[src/tqct_pkg.sv]
// ----------------------------------------------------------------------------
// tqct_pkg
// Shared constants and types for the time-over-threshold crossing-time block.
// ----------------------------------------------------------------------------
`default_nettype none

package tqct_pkg;

  localparam int MAX_SAMPLES = 4096;
  localparam int IDX_W       = $clog2(MAX_SAMPLES);
  localparam int FRAC_W      = 8;
  localparam int TIME_W      = 40;
  localparam int VAL_W       = 16;
  localparam int TS_W        = 32;
  localparam int THR_W       = 17;
  localparam int YMT_W       = 18;              // y1 - threshold
  localparam int DT_W        = TS_W + 1;        // signed time difference
  localparam int PROD_W      = YMT_W + DT_W;    // product before the fraction shift
  localparam int DIV_W       = PROD_W + FRAC_W; // dividend and quotient width
  localparam int CNT_W       = $clog2(DIV_W);
  localparam int SUM_W       = DIV_W + 2;       // signed crossing-time sum
  localparam int QDEPTH      = 2;
  localparam int QPTR_W      = $clog2(QDEPTH);
  localparam int QCNT_W      = $clog2(QDEPTH + 1);
  localparam int CFG_IDX_W   = 2;

  localparam logic [IDX_W-1:0]  IDX_LAST  = IDX_W'(MAX_SAMPLES - 1);
  localparam logic [TIME_W-1:0] FAIL_TIME = TIME_W'(10 * (1 << FRAC_W));
  localparam logic [TIME_W-1:0] TIME_MAX  = '1;

  localparam logic [CFG_IDX_W-1:0] CFG_THRESHOLD = 2'd0;
  localparam logic [CFG_IDX_W-1:0] CFG_BASELINE  = 2'd1;
  localparam logic [CFG_IDX_W-1:0] CFG_WINDOW    = 2'd2;

  // One finished waveform, handed from the scanner to the interpolator
  typedef struct packed {
    logic                    fail;
    logic signed [YMT_W-1:0] ymt;
    logic signed [DT_W-1:0]  dt;
    logic [VAL_W-1:0]        den;
    logic [TS_W-1:0]         cand_time;
  } job_t;

endpackage

`default_nettype wire

[src/tqct_queue.sv]
// ----------------------------------------------------------------------------
// tqct_queue
// Short first-word-fall-through queue of finished waveforms.
// ----------------------------------------------------------------------------
`default_nettype none

module tqct_queue (
  input  wire logic          clk,
  input  wire logic          rst,
  input  wire logic          push,
  input  wire tqct_pkg::job_t push_job,
  output logic               full,
  input  wire logic          pop,
  output logic               empty,
  output tqct_pkg::job_t     pop_job
);

  tqct_pkg::job_t                  slots [tqct_pkg::QDEPTH];
  logic [tqct_pkg::QPTR_W-1:0]     wr_ptr;
  logic [tqct_pkg::QPTR_W-1:0]     rd_ptr;
  logic [tqct_pkg::QCNT_W-1:0]     count;

  assign full    = (count == tqct_pkg::QCNT_W'(tqct_pkg::QDEPTH));
  assign empty   = (count == '0);
  assign pop_job = slots[rd_ptr];

  always_ff @(posedge clk) begin
    if (push) begin
      slots[wr_ptr] <= push_job;
    end
  end

  always_ff @(posedge clk) begin
    if (rst) begin
      wr_ptr <= '0;
      rd_ptr <= '0;
      count  <= '0;
    end else begin
      if (push) begin
        wr_ptr <= wr_ptr + 1'b1;
      end
      if (pop) begin
        rd_ptr <= rd_ptr + 1'b1;
      end
      if (push && !pop) begin
        count <= count + 1'b1;
      end else if (pop && !push) begin
        count <= count - 1'b1;
      end
    end
  end

  a_no_overflow: assert property (@(posedge clk) disable iff (rst) !(push && full))
    else $error("push into full queue");
  a_no_underflow: assert property (@(posedge clk) disable iff (rst) !(pop && empty))
    else $error("pop from empty queue");

endmodule

`default_nettype wire

[src/tqct_front.sv]
// ----------------------------------------------------------------------------
// tqct_front
// Sample scanner: finds and qualifies the candidate, emits one job per trace.
// ----------------------------------------------------------------------------
`default_nettype none

module tqct_front (
  input  wire logic                                clk,
  input  wire logic                                rst,
  input  wire logic                                in_valid,
  output logic                                     in_ready,
  input  wire logic signed [tqct_pkg::VAL_W-1:0]   sample_value,
  input  wire logic [tqct_pkg::TS_W-1:0]           sample_time,
  input  wire logic                                end_of_trace,
  input  wire logic signed [tqct_pkg::THR_W-1:0]   threshold,
  input  wire logic signed [tqct_pkg::VAL_W-1:0]   baseline_offset,
  input  wire logic [tqct_pkg::TS_W-1:0]           tot_window,
  input  wire logic                                q_full,
  output logic                                     q_push,
  output tqct_pkg::job_t                           q_job
);

  logic                                checking_mode;
  logic                                scan_stopped;
  logic [tqct_pkg::IDX_W-1:0]          sample_index;
  logic signed [tqct_pkg::VAL_W-1:0]   previous_value;
  logic [tqct_pkg::TS_W-1:0]           previous_time;
  logic [tqct_pkg::IDX_W-1:0]          candidate_index;
  logic signed [tqct_pkg::VAL_W-1:0]   candidate_value;
  logic [tqct_pkg::TS_W-1:0]           candidate_time;
  logic signed [tqct_pkg::VAL_W-1:0]   before_value;
  logic [tqct_pkg::TS_W-1:0]           before_time;

  logic                                checking_mode_next;
  logic                                scan_stopped_next;
  logic [tqct_pkg::IDX_W-1:0]          candidate_index_next;
  logic signed [tqct_pkg::VAL_W-1:0]   candidate_value_next;
  logic [tqct_pkg::TS_W-1:0]           candidate_time_next;
  logic signed [tqct_pkg::VAL_W-1:0]   before_value_next;
  logic [tqct_pkg::TS_W-1:0]           before_time_next;

  logic signed [tqct_pkg::YMT_W-1:0]   corrected;
  logic                                above;
  logic [tqct_pkg::TS_W:0]             limit;
  logic                                late;
  logic signed [tqct_pkg::VAL_W:0]     den_full;
  logic                                accept;

  assign accept   = in_valid && in_ready;
  assign in_ready = !q_full;

  assign corrected = tqct_pkg::YMT_W'(sample_value) - tqct_pkg::YMT_W'(baseline_offset);
  assign above     = corrected > tqct_pkg::YMT_W'(threshold);

  always_comb begin
    checking_mode_next   = checking_mode;
    scan_stopped_next    = scan_stopped;
    candidate_index_next = candidate_index;
    candidate_value_next = candidate_value;
    candidate_time_next  = candidate_time;
    before_value_next    = before_value;
    before_time_next     = before_time;
    limit                = '0;
    late                 = 1'b0;
    if (!scan_stopped) begin
      if (!checking_mode && above) begin
        candidate_index_next = sample_index;
        candidate_value_next = sample_value;
        candidate_time_next  = sample_time;
        before_value_next    = previous_value;
        before_time_next     = previous_time;
        checking_mode_next   = 1'b1;
      end
      if (checking_mode_next) begin
        limit = {1'b0, candidate_time_next} + {1'b0, tot_window};
        late  = {1'b0, sample_time} > limit;
        if (!above || late) begin
          checking_mode_next = 1'b0;
          if (late) begin
            scan_stopped_next = 1'b1;
          end
        end
      end
    end
  end

  // Job for the interpolator, built from the state this item leaves behind
  assign den_full = (tqct_pkg::VAL_W+1)'(candidate_value_next)
                  - (tqct_pkg::VAL_W+1)'(before_value_next);

  always_comb begin
    q_job.fail      = (candidate_index_next == '0) || (candidate_index_next == sample_index)
                   || den_full[tqct_pkg::VAL_W] || (den_full == '0);
    q_job.ymt       = tqct_pkg::YMT_W'(candidate_value_next)
                    - tqct_pkg::YMT_W'(baseline_offset)
                    - tqct_pkg::YMT_W'(threshold);
    q_job.dt        = {1'b0, candidate_time_next} - {1'b0, before_time_next};
    q_job.den       = den_full[tqct_pkg::VAL_W-1:0];
    q_job.cand_time = candidate_time_next;
  end

  assign q_push = accept && end_of_trace;

  always_ff @(posedge clk) begin
    if (rst) begin
      checking_mode   <= 1'b0;
      scan_stopped    <= 1'b0;
      sample_index    <= '0;
      previous_value  <= '0;
      previous_time   <= '0;
      candidate_index <= '0;
      candidate_value <= '0;
      candidate_time  <= '0;
      before_value    <= '0;
      before_time     <= '0;
    end else if (accept) begin
      if (end_of_trace) begin
        checking_mode   <= 1'b0;
        scan_stopped    <= 1'b0;
        sample_index    <= '0;
        previous_value  <= '0;
        previous_time   <= '0;
        candidate_index <= '0;
        candidate_value <= '0;
        candidate_time  <= '0;
        before_value    <= '0;
        before_time     <= '0;
      end else begin
        checking_mode   <= checking_mode_next;
        scan_stopped    <= scan_stopped_next;
        previous_value  <= sample_value;
        previous_time   <= sample_time;
        candidate_index <= candidate_index_next;
        candidate_value <= candidate_value_next;
        candidate_time  <= candidate_time_next;
        before_value    <= before_value_next;
        before_time     <= before_time_next;
        if (sample_index != tqct_pkg::IDX_LAST) begin
          sample_index <= sample_index + 1'b1;
        end
      end
    end
  end

  a_stop_ends_check: assert property (@(posedge clk) disable iff (rst)
      scan_stopped |-> !checking_mode)
    else $error("checking while scan stopped");
  a_check_has_cand: assert property (@(posedge clk) disable iff (rst)
      checking_mode |-> candidate_index <= sample_index)
    else $error("candidate lies ahead of scan");

endmodule

`default_nettype wire

[src/tqct_back.sv]
// ----------------------------------------------------------------------------
// tqct_back
// Interpolator: multiply, bit-serial rounded divide, saturate, output register.
// ----------------------------------------------------------------------------
`default_nettype none

module tqct_back (
  input  wire logic                          clk,
  input  wire logic                          rst,
  input  wire logic                          q_empty,
  input  wire tqct_pkg::job_t                q_job,
  output logic                               q_pop,
  output logic                               out_valid,
  input  wire logic                          out_ready,
  output logic [tqct_pkg::TIME_W-1:0]        crossing_time,
  output logic                               crossing_status
);

  typedef enum logic [2:0] {
    ST_IDLE,
    ST_MUL,
    ST_PREP,
    ST_DIV,
    ST_DONE
  } state_t;

  state_t                              state;
  tqct_pkg::job_t                      job;
  logic signed [tqct_pkg::PROD_W-1:0]  prod;
  logic                                neg;
  logic [tqct_pkg::DIV_W-1:0]          quo;
  logic [tqct_pkg::VAL_W-1:0]          rem;
  logic [tqct_pkg::CNT_W-1:0]          cnt;

  logic [tqct_pkg::PROD_W-1:0]         mag;
  logic [tqct_pkg::DIV_W-1:0]          dividend;
  logic [tqct_pkg::VAL_W:0]            rem_sh;
  logic                                qbit;
  logic signed [tqct_pkg::SUM_W-1:0]   base_t;
  logic signed [tqct_pkg::SUM_W-1:0]   quo_x;
  logic signed [tqct_pkg::SUM_W-1:0]   t_sum;
  logic [tqct_pkg::TIME_W-1:0]         t_sat;
  logic                                out_free;

  assign out_free = !out_valid || out_ready;
  assign q_pop    = (state == ST_IDLE) && !q_empty;

  // Magnitude of the numerator plus half the divisor: rounds half away from zero
  assign mag      = prod[tqct_pkg::PROD_W-1] ? tqct_pkg::PROD_W'(-prod)
                                             : tqct_pkg::PROD_W'(prod);
  assign dividend = {mag, {tqct_pkg::FRAC_W{1'b0}}}
                  + tqct_pkg::DIV_W'(job.den[tqct_pkg::VAL_W-1:1]);

  // One quotient bit per cycle, restoring form
  assign rem_sh = {rem, quo[tqct_pkg::DIV_W-1]};
  assign qbit   = rem_sh >= {1'b0, job.den};

  assign base_t = tqct_pkg::SUM_W'({job.cand_time, {tqct_pkg::FRAC_W{1'b0}}});
  assign quo_x  = tqct_pkg::SUM_W'(quo);
  assign t_sum  = neg ? (base_t + quo_x) : (base_t - quo_x);

  always_comb begin
    if (t_sum[tqct_pkg::SUM_W-1]) begin
      t_sat = '0;
    end else if (|t_sum[tqct_pkg::SUM_W-2:tqct_pkg::TIME_W]) begin
      t_sat = tqct_pkg::TIME_MAX;
    end else begin
      t_sat = t_sum[tqct_pkg::TIME_W-1:0];
    end
  end

  always_ff @(posedge clk) begin
    if (rst) begin
      state     <= ST_IDLE;
      out_valid <= 1'b0;
    end else begin
      if (out_valid && out_ready && (state != ST_DONE)) begin
        out_valid <= 1'b0;
      end
      unique case (state)
        ST_IDLE: begin
          if (!q_empty) begin
            job   <= q_job;
            state <= q_job.fail ? ST_DONE : ST_MUL;
          end
        end
        ST_MUL: begin
          prod  <= $signed(job.ymt) * $signed(job.dt);
          state <= ST_PREP;
        end
        ST_PREP: begin
          neg   <= prod[tqct_pkg::PROD_W-1];
          quo   <= dividend;
          rem   <= '0;
          cnt   <= tqct_pkg::CNT_W'(tqct_pkg::DIV_W - 1);
          state <= ST_DIV;
        end
        ST_DIV: begin
          rem <= qbit ? tqct_pkg::VAL_W'(rem_sh - {1'b0, job.den})
                      : rem_sh[tqct_pkg::VAL_W-1:0];
          quo <= {quo[tqct_pkg::DIV_W-2:0], qbit};
          cnt <= cnt - 1'b1;
          if (cnt == '0) begin
            state <= ST_DONE;
          end
        end
        ST_DONE: begin
          if (out_free) begin
            out_valid       <= 1'b1;
            crossing_time   <= job.fail ? tqct_pkg::FAIL_TIME : t_sat;
            crossing_status <= job.fail;
            state           <= ST_IDLE;
          end
        end
        default: begin
          state <= ST_IDLE;
        end
      endcase
    end
  end

  a_div_nonzero: assert property (@(posedge clk) disable iff (rst)
      state == ST_DIV |-> job.den != '0)
    else $error("divide by zero reached the divider");
  a_fail_time: assert property (@(posedge clk) disable iff (rst)
      out_valid && crossing_status |-> crossing_time == tqct_pkg::FAIL_TIME)
    else $error("error result carries wrong time");

endmodule

`default_nettype wire

[src/tot_qualified_crossing_time.sv]
// ----------------------------------------------------------------------------
// tot_qualified_crossing_time
// Leading-edge discriminator with time-over-threshold qualification and
// linear interpolation of the crossing time (8 fraction bits).
// ----------------------------------------------------------------------------
//
//  channel  | handshake              | payload
//  ---------+------------------------+---------------------------------------
//  in       | in_valid / in_ready    | sample_value, sample_time, end_of_trace
//  out      | out_valid / out_ready  | crossing_time, crossing_status
//  cfg      | cfg_valid / cfg_ready  | cfg_index, cfg_data
//
//  The scanner takes one sample per clock and stalls only while the job queue is full.
//  Each waveform takes the interpolator through queue pop, multiply, divider set-up,
//  the 59-bit bit-serial divider and the output load; an error result skips from the pop
//  to the output load. Short traces back up into the queue and then into in_ready.
//  Reset (rst, synchronous) clears the scan state, the queue, the output valid flag and
//  all configuration registers to zero. The cfg port is always ready; write only when idle.
// ----------------------------------------------------------------------------
`default_nettype none

module tot_qualified_crossing_time (
  input  wire logic                                   clk,
  input  wire logic                                   rst,
  input  wire logic                                   in_valid,
  output logic                                        in_ready,
  input  wire logic signed [tqct_pkg::VAL_W-1:0]      sample_value,
  input  wire logic [tqct_pkg::TS_W-1:0]              sample_time,
  input  wire logic                                   end_of_trace,
  output logic                                        out_valid,
  input  wire logic                                   out_ready,
  output logic [tqct_pkg::TIME_W-1:0]                 crossing_time,
  output logic                                        crossing_status,
  input  wire logic                                   cfg_valid,
  output logic                                        cfg_ready,
  input  wire logic [tqct_pkg::CFG_IDX_W-1:0]         cfg_index,
  input  wire logic [tqct_pkg::TS_W-1:0]              cfg_data
);

  // Configuration registers
  logic signed [tqct_pkg::THR_W-1:0]  threshold;
  logic signed [tqct_pkg::VAL_W-1:0]  baseline_offset;
  logic [tqct_pkg::TS_W-1:0]          tot_window;

  // Scanner to interpolator queue
  logic           q_push;
  logic           q_full;
  logic           q_pop;
  logic           q_empty;
  tqct_pkg::job_t push_job;
  tqct_pkg::job_t pop_job;

  assign cfg_ready = 1'b1;

  // Take a write; indexes beyond the register list are dropped
  always_ff @(posedge clk) begin
    if (rst) begin
      threshold       <= '0;
      baseline_offset <= '0;
      tot_window      <= '0;
    end else if (cfg_valid && cfg_ready) begin
      unique case (cfg_index)
        tqct_pkg::CFG_THRESHOLD: threshold       <= cfg_data[tqct_pkg::THR_W-1:0];
        tqct_pkg::CFG_BASELINE:  baseline_offset <= cfg_data[tqct_pkg::VAL_W-1:0];
        tqct_pkg::CFG_WINDOW:    tot_window      <= cfg_data;
        default: begin
        end
      endcase
    end
  end

  // Front: scan samples, qualify the candidate, hand a job over at the end mark
  tqct_front u_front (
    .clk             (clk),
    .rst             (rst),
    .in_valid        (in_valid),
    .in_ready        (in_ready),
    .sample_value    (sample_value),
    .sample_time     (sample_time),
    .end_of_trace    (end_of_trace),
    .threshold       (threshold),
    .baseline_offset (baseline_offset),
    .tot_window      (tot_window),
    .q_full          (q_full),
    .q_push          (q_push),
    .q_job           (push_job)
  );

  // Decouple the two sides so the slow divide holds the sample stream only while the queue is full
  tqct_queue u_queue (
    .clk      (clk),
    .rst      (rst),
    .push     (q_push),
    .push_job (push_job),
    .full     (q_full),
    .pop      (q_pop),
    .empty    (q_empty),
    .pop_job  (pop_job)
  );

  // Back: interpolate the crossing time and hold the result for the sink
  tqct_back u_back (
    .clk             (clk),
    .rst             (rst),
    .q_empty         (q_empty),
    .q_job           (pop_job),
    .q_pop           (q_pop),
    .out_valid       (out_valid),
    .out_ready       (out_ready),
    .crossing_time   (crossing_time),
    .crossing_status (crossing_status)
  );

endmodule

`default_nettype wire

[config.mk]
export PLATFORM = sky130hd
export DESIGN_NAME = tot_qualified_crossing_time
export DESIGN_NICKNAME = d
export VERILOG_FILES = /design/src/tqct_pkg.sv /design/src/tqct_queue.sv /design/src/tqct_front.sv /design/src/tqct_back.sv /design/src/tot_qualified_crossing_time.sv
export SDC_FILE = /design/constraint.sdc
export NUM_CORES = 2
export LEC_CHECK = 0
export BUFFER_PORTS_ARGS = -buffer_cell sky130_fd_sc_hd__buf_2
export CAP_MARGIN = 20
export CORE_ASPECT_RATIO = 1.1
export CORE_MARGIN = 1
export CORE_UTILIZATION = 45
export CTS_CLUSTER_DIAMETER = 150
export DETAILED_ROUTE_END_ITERATION = 8
export HOLD_SLACK_MARGIN = 0.03
export PLACE_DENSITY = 0.63
export SLEW_MARGIN = 20
export SYNTH_ARGS = -nofsm -noshare
export SYNTH_HDL_FRONTEND = slang
export SYNTH_SLANG_ARGS = --single-unit
[constraint.sdc]
create_clock -name clk -period 14.3 [get_ports clk]
set_clock_uncertainty 0.15 [all_clocks]
set_input_delay 2.86 -clock clk [delete_from_list [all_inputs] [get_ports clk]]
set_output_delay 2.86 -clock clk [all_outputs]
set_load 0.03 [all_outputs]
[Word level (Yosys, flattened, before mapping)]
Memories as Yosys holds them, arrays and structs flattened. A register that Yosys moved wholly into a read port is not among the register bits.
Cells that the tools add are included.
W data, S select, Z words.
Word-level totals
  register bits after elaboration: 517
  memory bits (writable): 200
  input bits: 88
  output and inout port bits: 44
  logic and storage cells: 164
  memories: 1
Cells by class
  add/subtract/negate cells: 17
  multipliers: 1
  magnitude comparators: 3
  equality and inequality tests: 14
  multiplexer cells: 53
  bitwise operators: 2
  reduce and logical (&&, ||, !) cells: 42
Memory list
  u_queue.slots: depth 2, width 100, read ports 1, clocked after Yosys merged registers in 1, write ports 1, RTL line tqct_queue.sv:18  | tqct_pkg::job_t slots [tqct_pkg::QDEPTH];
Operators with widths (count)
  $mux W32: 8
  $mux W16: 8
  $pmux W59 S2: 1
  $mux W12: 6
  $mux W61: 1
  $add A40 B59 Y60: 1
  $sub A40 B59 Y60: 1
  $add A59 B15 Y59: 1
  $mul A18 B33 Y51: 1
  $mux W51: 1
  $neg A51 Y51: 1
  $sub A16 B16 Y17: 3
  $mux W40: 1
  $add A32 B32 Y33: 1
  $gt A32 B33 Y1: 1
  $sub A32 B32 Y33: 1
  $pmux W16 S2: 1
  $reduce_or A20 Y1: 1
  $mux W1: 18
  $sub A17 B17 Y18: 1
  $ge A17 B16 Y1: 1
  $gt A17 B17 Y1: 1
  $logic_not A17 Y1: 1
  $reduce_and A2 Y1: 8
  31 further kinds: 63

[Logic depth before layout (Yosys ltp)]
  depth after elaboration: 12
  gate-level depth with buffers: 51
  mapped depth without buffers: 49

[Modules after synthesis]
A second synthesis with hierarchy kept.
Unflattened totals
  cells, all modules: 6513
  area total of the unflattened synthesis: 62884.1 µm²
Modules (own cells, without submodules)
  tqct_back: times used 1, cells each 4162, area each 38420.6 µm², sequential area each 8308.0 µm²
  tqct_front: times used 1, cells each 1765, area each 14272.4 µm², sequential area each 3403.3 µm²
  tqct_queue: times used 1, cells each 333, area each 7459.7 µm², sequential area each 6105.9 µm²
  tot_qualified_crossing_time: times used 1, cells each 253, area each 2731.4 µm², sequential area each 1301.2 µm²

[Least setup slack after synthesis]
OpenSTA, ideal clock, no wires.
  path type: input to register
  start point: input sample_value[0] (netlist name)
  end point: register u_front.scan_stopped
  setup time: 0.071 ns
  data arrival time: 11.731 ns
  required time: 14.079 ns
  setup slack: 2.348 ns
  stages: 47
  path buffers: 2
  cells stage by stage: inv_1 ha_1 fa_1 nor2b_1 o21ai_0 a21boi_0 o21ai_0 a21boi_0 o21ai_0 a21boi_0 o21a_1 o21ai_0 a2111oi_0 o21ai_0 o31a_1 ha_1 a21o_1 a2111oi_0 (+11 left out) o21ai_0 a21oi_1 o21a_1 o21a_1 o41ai_1 a211oi_1 nor2_1 o21ai_0 a21boi_0 xor2_1 ha_1 nand2_1 nor4_1 a2111oi_0 a21oi_1 o211ai_1 or3_1 a21oi_1
Between the ends
  word-level cells in the longest chain between the ends: 12
  elaborated cells on any way between the ends: 16
  those cells by class: add/sub: 2; order compare: 2; mux: 9; reduce/logical: 3
Ends and longest elaborated chain
  start, declared: RTL line tot_qualified_crossing_time.sv:27  | input wire logic signed [tqct_pkg::VAL_W-1:0] sample_value,
  $sub A16 B16 Y17 (*): RTL line tqct_front.sv:52  | assign corrected = tqct_pkg::YMT_W'(sample_value) - tqct_pkg::YMT_W'(baseline_offset);
  $gt A17 B17 Y1 (*): RTL line tqct_front.sv:53  | assign above = corrected > tqct_pkg::YMT_W'(threshold);
  $logic_and A1 B1 Y1: RTL line tqct_front.sv:66  | if (!checking_mode && above) begin
  $mux W32: RTL line tqct_front.sv:66
  $mux W32: RTL line tqct_front.sv:65  | if (!scan_stopped) begin
  $add A32 B32 Y33: RTL line tqct_front.sv:75  | limit = {1'b0, candidate_time_next} + {1'b0, tot_window};
  $gt A32 B33 Y1: RTL line tqct_front.sv:76  | late = {1'b0, sample_time} > limit;
  $mux W1 / $logic_or A1 B1 Y1 (equally long branches): RTL line tqct_front.sv:79, tqct_front.sv:77
  $mux W1: RTL line tqct_front.sv:77  | if (!above || late) begin
  $mux W1 (*): RTL line tqct_front.sv:74  | if (checking_mode_next) begin
  $mux W1 (*): RTL line tqct_front.sv:65
  $mux W1 (*): RTL line tqct_front.sv:117  | if (end_of_trace) begin
  end signal, assigned: RTL line tqct_front.sv:130  | scan_stopped <= scan_stopped_next;
  end, declared: RTL line tqct_front.sv:24  | logic scan_stopped;
Mark *: on every way between the ends. The rest lies on a longest branch, timed or not. The select of a mux whose other input is x is not followed.
A chain may end at the register's enable or synchronous reset.

[Worst setup path after layout]
Same ends and word-level chain as after synthesis.

==> results.json <==
{
  "cp.arrival_ns": 13.43,
  "cts.htree.levels": 3,
  "end_kind": "flip-flop",
  "start_kind": "primary input",
  "syn_area_per_cell_um2": 9.45,
  "rsz0062_at_grt": "no",
  "synthArstFlopShare": 0,
  "status": "finished, final reports clean",
  "critPathKind": "primary input to flip-flop",
  "reg2reg_to": "u_front.scan_stopped$_SDFFE_PP0P_",
  "slowest_stage": "a2111oi_0",
  "worstReg2RegStart": "baseline_offset[0]$_SDFFE_PP0P_",
  "grt_pass1_vias": 46127,
  "setup_tns_ns": 0,
  "fmax_mhz": 76.9,
  "worstMarginPinSlew_ns": 1.11,
  "min_period_ns": 13.01,
  "hold_start": "u_front.previous_time[1]$_SDFFE_PP0P_",
  "placed_cell_area_um2": 63600,
  "cts_sinks": 718,
  "synth_fp_nets": 7552,
  "drc": 0,
  "fin_area_um2": 66400,
  "ys.flop_type": "edfxtp_1",
  "wl_per_cell_um": 19.8,
  "vias_per_cell": 5.52,
  "rrSetupSlack_ns": 3.34,
  "die-width_um": 354,
  "dieHeight_um": 389,
  "max_stage_delay_ns": 0.63,
  "drive_above_1_share": 0.0788,
  "drv_cap": 0,
  "ant_nets": 0,
  "syn-cell-area_um2": 61400,
  "crit_path_start": "sample_value[0]",
  "seq_area_frac_synth": 0.312,
  "grt_pass1_wl_um": 260000,
  "cts_setup_buffers": 0,
  "root_buffer": "clkbuf_16",
  "die_area_um2": 138000,
  "io_buffers": 130,
  "synth_warnings": 0,
  "path_common_cell": "o21ai_0",
  "path_max_fanout": 31,
  "clkLatencyLatePin_ns": 0.65,
  "min_to": "u_front.previous_time[1]$_SDFFE_PP0P_",
  "yosys_register_bits": 718,
  "initial_core_util": 0.455,
  "overflow": 0,
  "synthCells": 6493,
  "drt_iter0_drc": 3315,
  "cts_buffer_depth": 3,
  "wl_um": 164000,
  "required_ns": 14.72,
  "synth.distinct_cells": 91,
  "cts_tree": "done",
  "nNetsFinal": 7501,
  "drt_first_pass_iters": 8,
  "hold_viol_final": 0,
  "pin_count": 132,
  "cts_hold_buffers": 0,
  "min_path_type": "flip-flop to flip-flop",
  "hpwl_um": 124000,
  "grtUsageTotal": 0.238,
  "slew_viol_final": 0,
  "cts_made_buffers": 80,
  "antenna_found_initial": 5,
  "final_util": 0.492,
  "min_path_cells": 2,
  "finalSetupViolCount": 0,
  "reg2reg_depth": 45,
  "synth_edf_count": 474,
  "ctsResizeCount": 0,
  "fin_crit_sh": 0.910,
  "vias": 45830,
  "grt_max_degree": 99,
  "area_delta_synth_final_pct": 8.18,
  "core_area_um2": 135000,
  "row_count": 141,
  "cts.clk_slew.worst_paths_ns": 0.06,
  "gp_congestion": 0.986,
  "max-slew-margin-rel": 0.261
}
[how the worst max path moves through the flow]
stage | slack, ns | cells after the start | to
floorplan | 2.35 | 47 | u_front.scan_stopped$_SDFFE_PP0P_
global placement | 0.72 | 47 | u_front.scan_stopped$_SDFFE_PP0P_
detailed placement | 0.69 | 47 | u_front.scan_stopped$_SDFFE_PP0P_
CTS | 1.31 | 47 | u_front.scan_stopped$_SDFFE_PP0P_
global route | 0.27 | 47 | u_front.scan_stopped$_SDFFE_PP0P_
finish | 1.29 | 47 | u_front.scan_stopped$_SDFFE_PP0P_
[metal layers]
| layer | up-vias | wire [µm] | track usage | share of wire |
|---|---|---|---|---|
| met5 | - | 13 | 0 | 0.000079 |
| met4 | 2 | 5480 | 0.0780 | 0.033 |
| met3 | 266 | 8390 | 0.0264 | 0.051 |
| met2 | 1266 | 77400 | 0.397 | 0.47 |
| met1 | 22733 | 72900 | 0.323 | 0.44 |
| li1 | 21563 | - | - | - |
[state kept, by name, indices dropped and copies added (netlist names), 2 cells and up, named ones only]
signal	cells
baseline_offset	16
threshold	17
tot_window	32
u_back.base_t	32
u_back.cnt	6
u_back.crossing_time	40
u_back.job	68
u_back.prod	51
u_back.quo	59
u_back.rem	16
u_back.state	3
u_front.before_time	32
u_front.before_value	16
u_front.candidate_index	12
u_front.candidate_time	32
u_front.candidate_value	16
u_front.previous_time	32
u_front.previous_value	16
u_front.sample_index	12
u_queue.count	2
u_queue.slots	200
[cell type report]
| type | instances | area, µm² |
|---|---|---|
| fillers | 12618 | 68400 |
| multi-input cells | 4689 | 38200 |
| flip-flops and latches | 718 | 19100 |
| inverters | 758 | 2850 |
| well taps | 1787 | 2240 |
| clock buffers | 98 | 2120 |
| repair buffers | 195 | 1160 |
| clock inverters | 50 | 659 |
| diodes | 7 | 17.5 |
[cells in the mapped netlist (all sizes together) (16+ instances only)]
library cell	count	area (µm²)
nand2	916	3450
inv	757	2840
fa	593	11900
a21oi	486	2430
edfxtp	474	14200
nor2	456	1710
ha	378	4730
clkbuf	293	1100
dfxtp	244	4880
xnor2	187	1640
o21ai	176	881
and2	165	1030
mux2	132	1490
xor2	119	1040
a21o	90	676
nor3	88	460
mux2i	71	711
nand2b	69	432
a22oi	65	488
nand3	62	310
nand3b	56	420
nor2b	52	325
nand4	43	269
o21a	41	308
nor4	40	305
and3	35	219
buf	35	166
o31ai	34	274
o21bai	33	248
or3	29	181
a211oi	22	165
a31oi	22	138
o211ai	21	163
a21boi	20	150
o41ai	16	140
or2	16	100
or4	16	124
[critical path: cells and delay by family]
family / cells / cell delay, ns
buffers and inverters: 5 / 0.66
AND/OR/NAND/NOR: 8 / 1.85
AO/OA/AOI/OAI: 27 / 5.86
multiplexers: 1 / 0.30
XOR/XNOR: 1 / 0.19
adder cells (fa/ha/maj): 5 / 1.66
[layout by cell type (no fill, tap or decap), types with 90 or more instances in the layout]
cell type,Yosys,routed
a21o_1,90,90
xnor2_1,187,187
inv_1,757,757
edfxtp_1,474,474
nand2_1,914,912
mux2_2,132,132
ha_1,378,378
a21oi_1,486,486
and2_1,165,164
xor2_1,119,119
fa_1,593,593
buf_2,10,129
dfxtp_1,244,243
nor2_1,456,450
o21ai_0,176,176
[cells by family (layout without fill, tap and decap cells)]
group / count (synthesis) / after routing / synth area share
and+or+nand+nor: 2077 / 2077 / 0.157
other: 1 / 8 / 0.0000611
adders and majority gates: 971 / 971 / 0.271
muxes: 203 / 203 / 0.0358
buffers and inverters: 1086 / 1101 / 0.0670
AOI/OAI and AO/OA: 1131 / 1131 / 0.114
xor gates and xnor gates: 306 / 306 / 0.0437
DFF: 718 / 718 / 0.312
[through the flow]
stage                     hold slack [ns]  setup slack [ns]  cells
after floorplan                     0.282              2.35   6493
after global placement              0.291             0.717   8147
after detailed placement            0.297             0.693   8147
after CTS                           0.304              1.31   8295
after global routing                0.324             0.268   8298
final                               0.301              1.29   8302
Power is left out: the tool's default activity adds up to more than one toggle a clock period on the data nets, which glitch-free logic cannot reach.
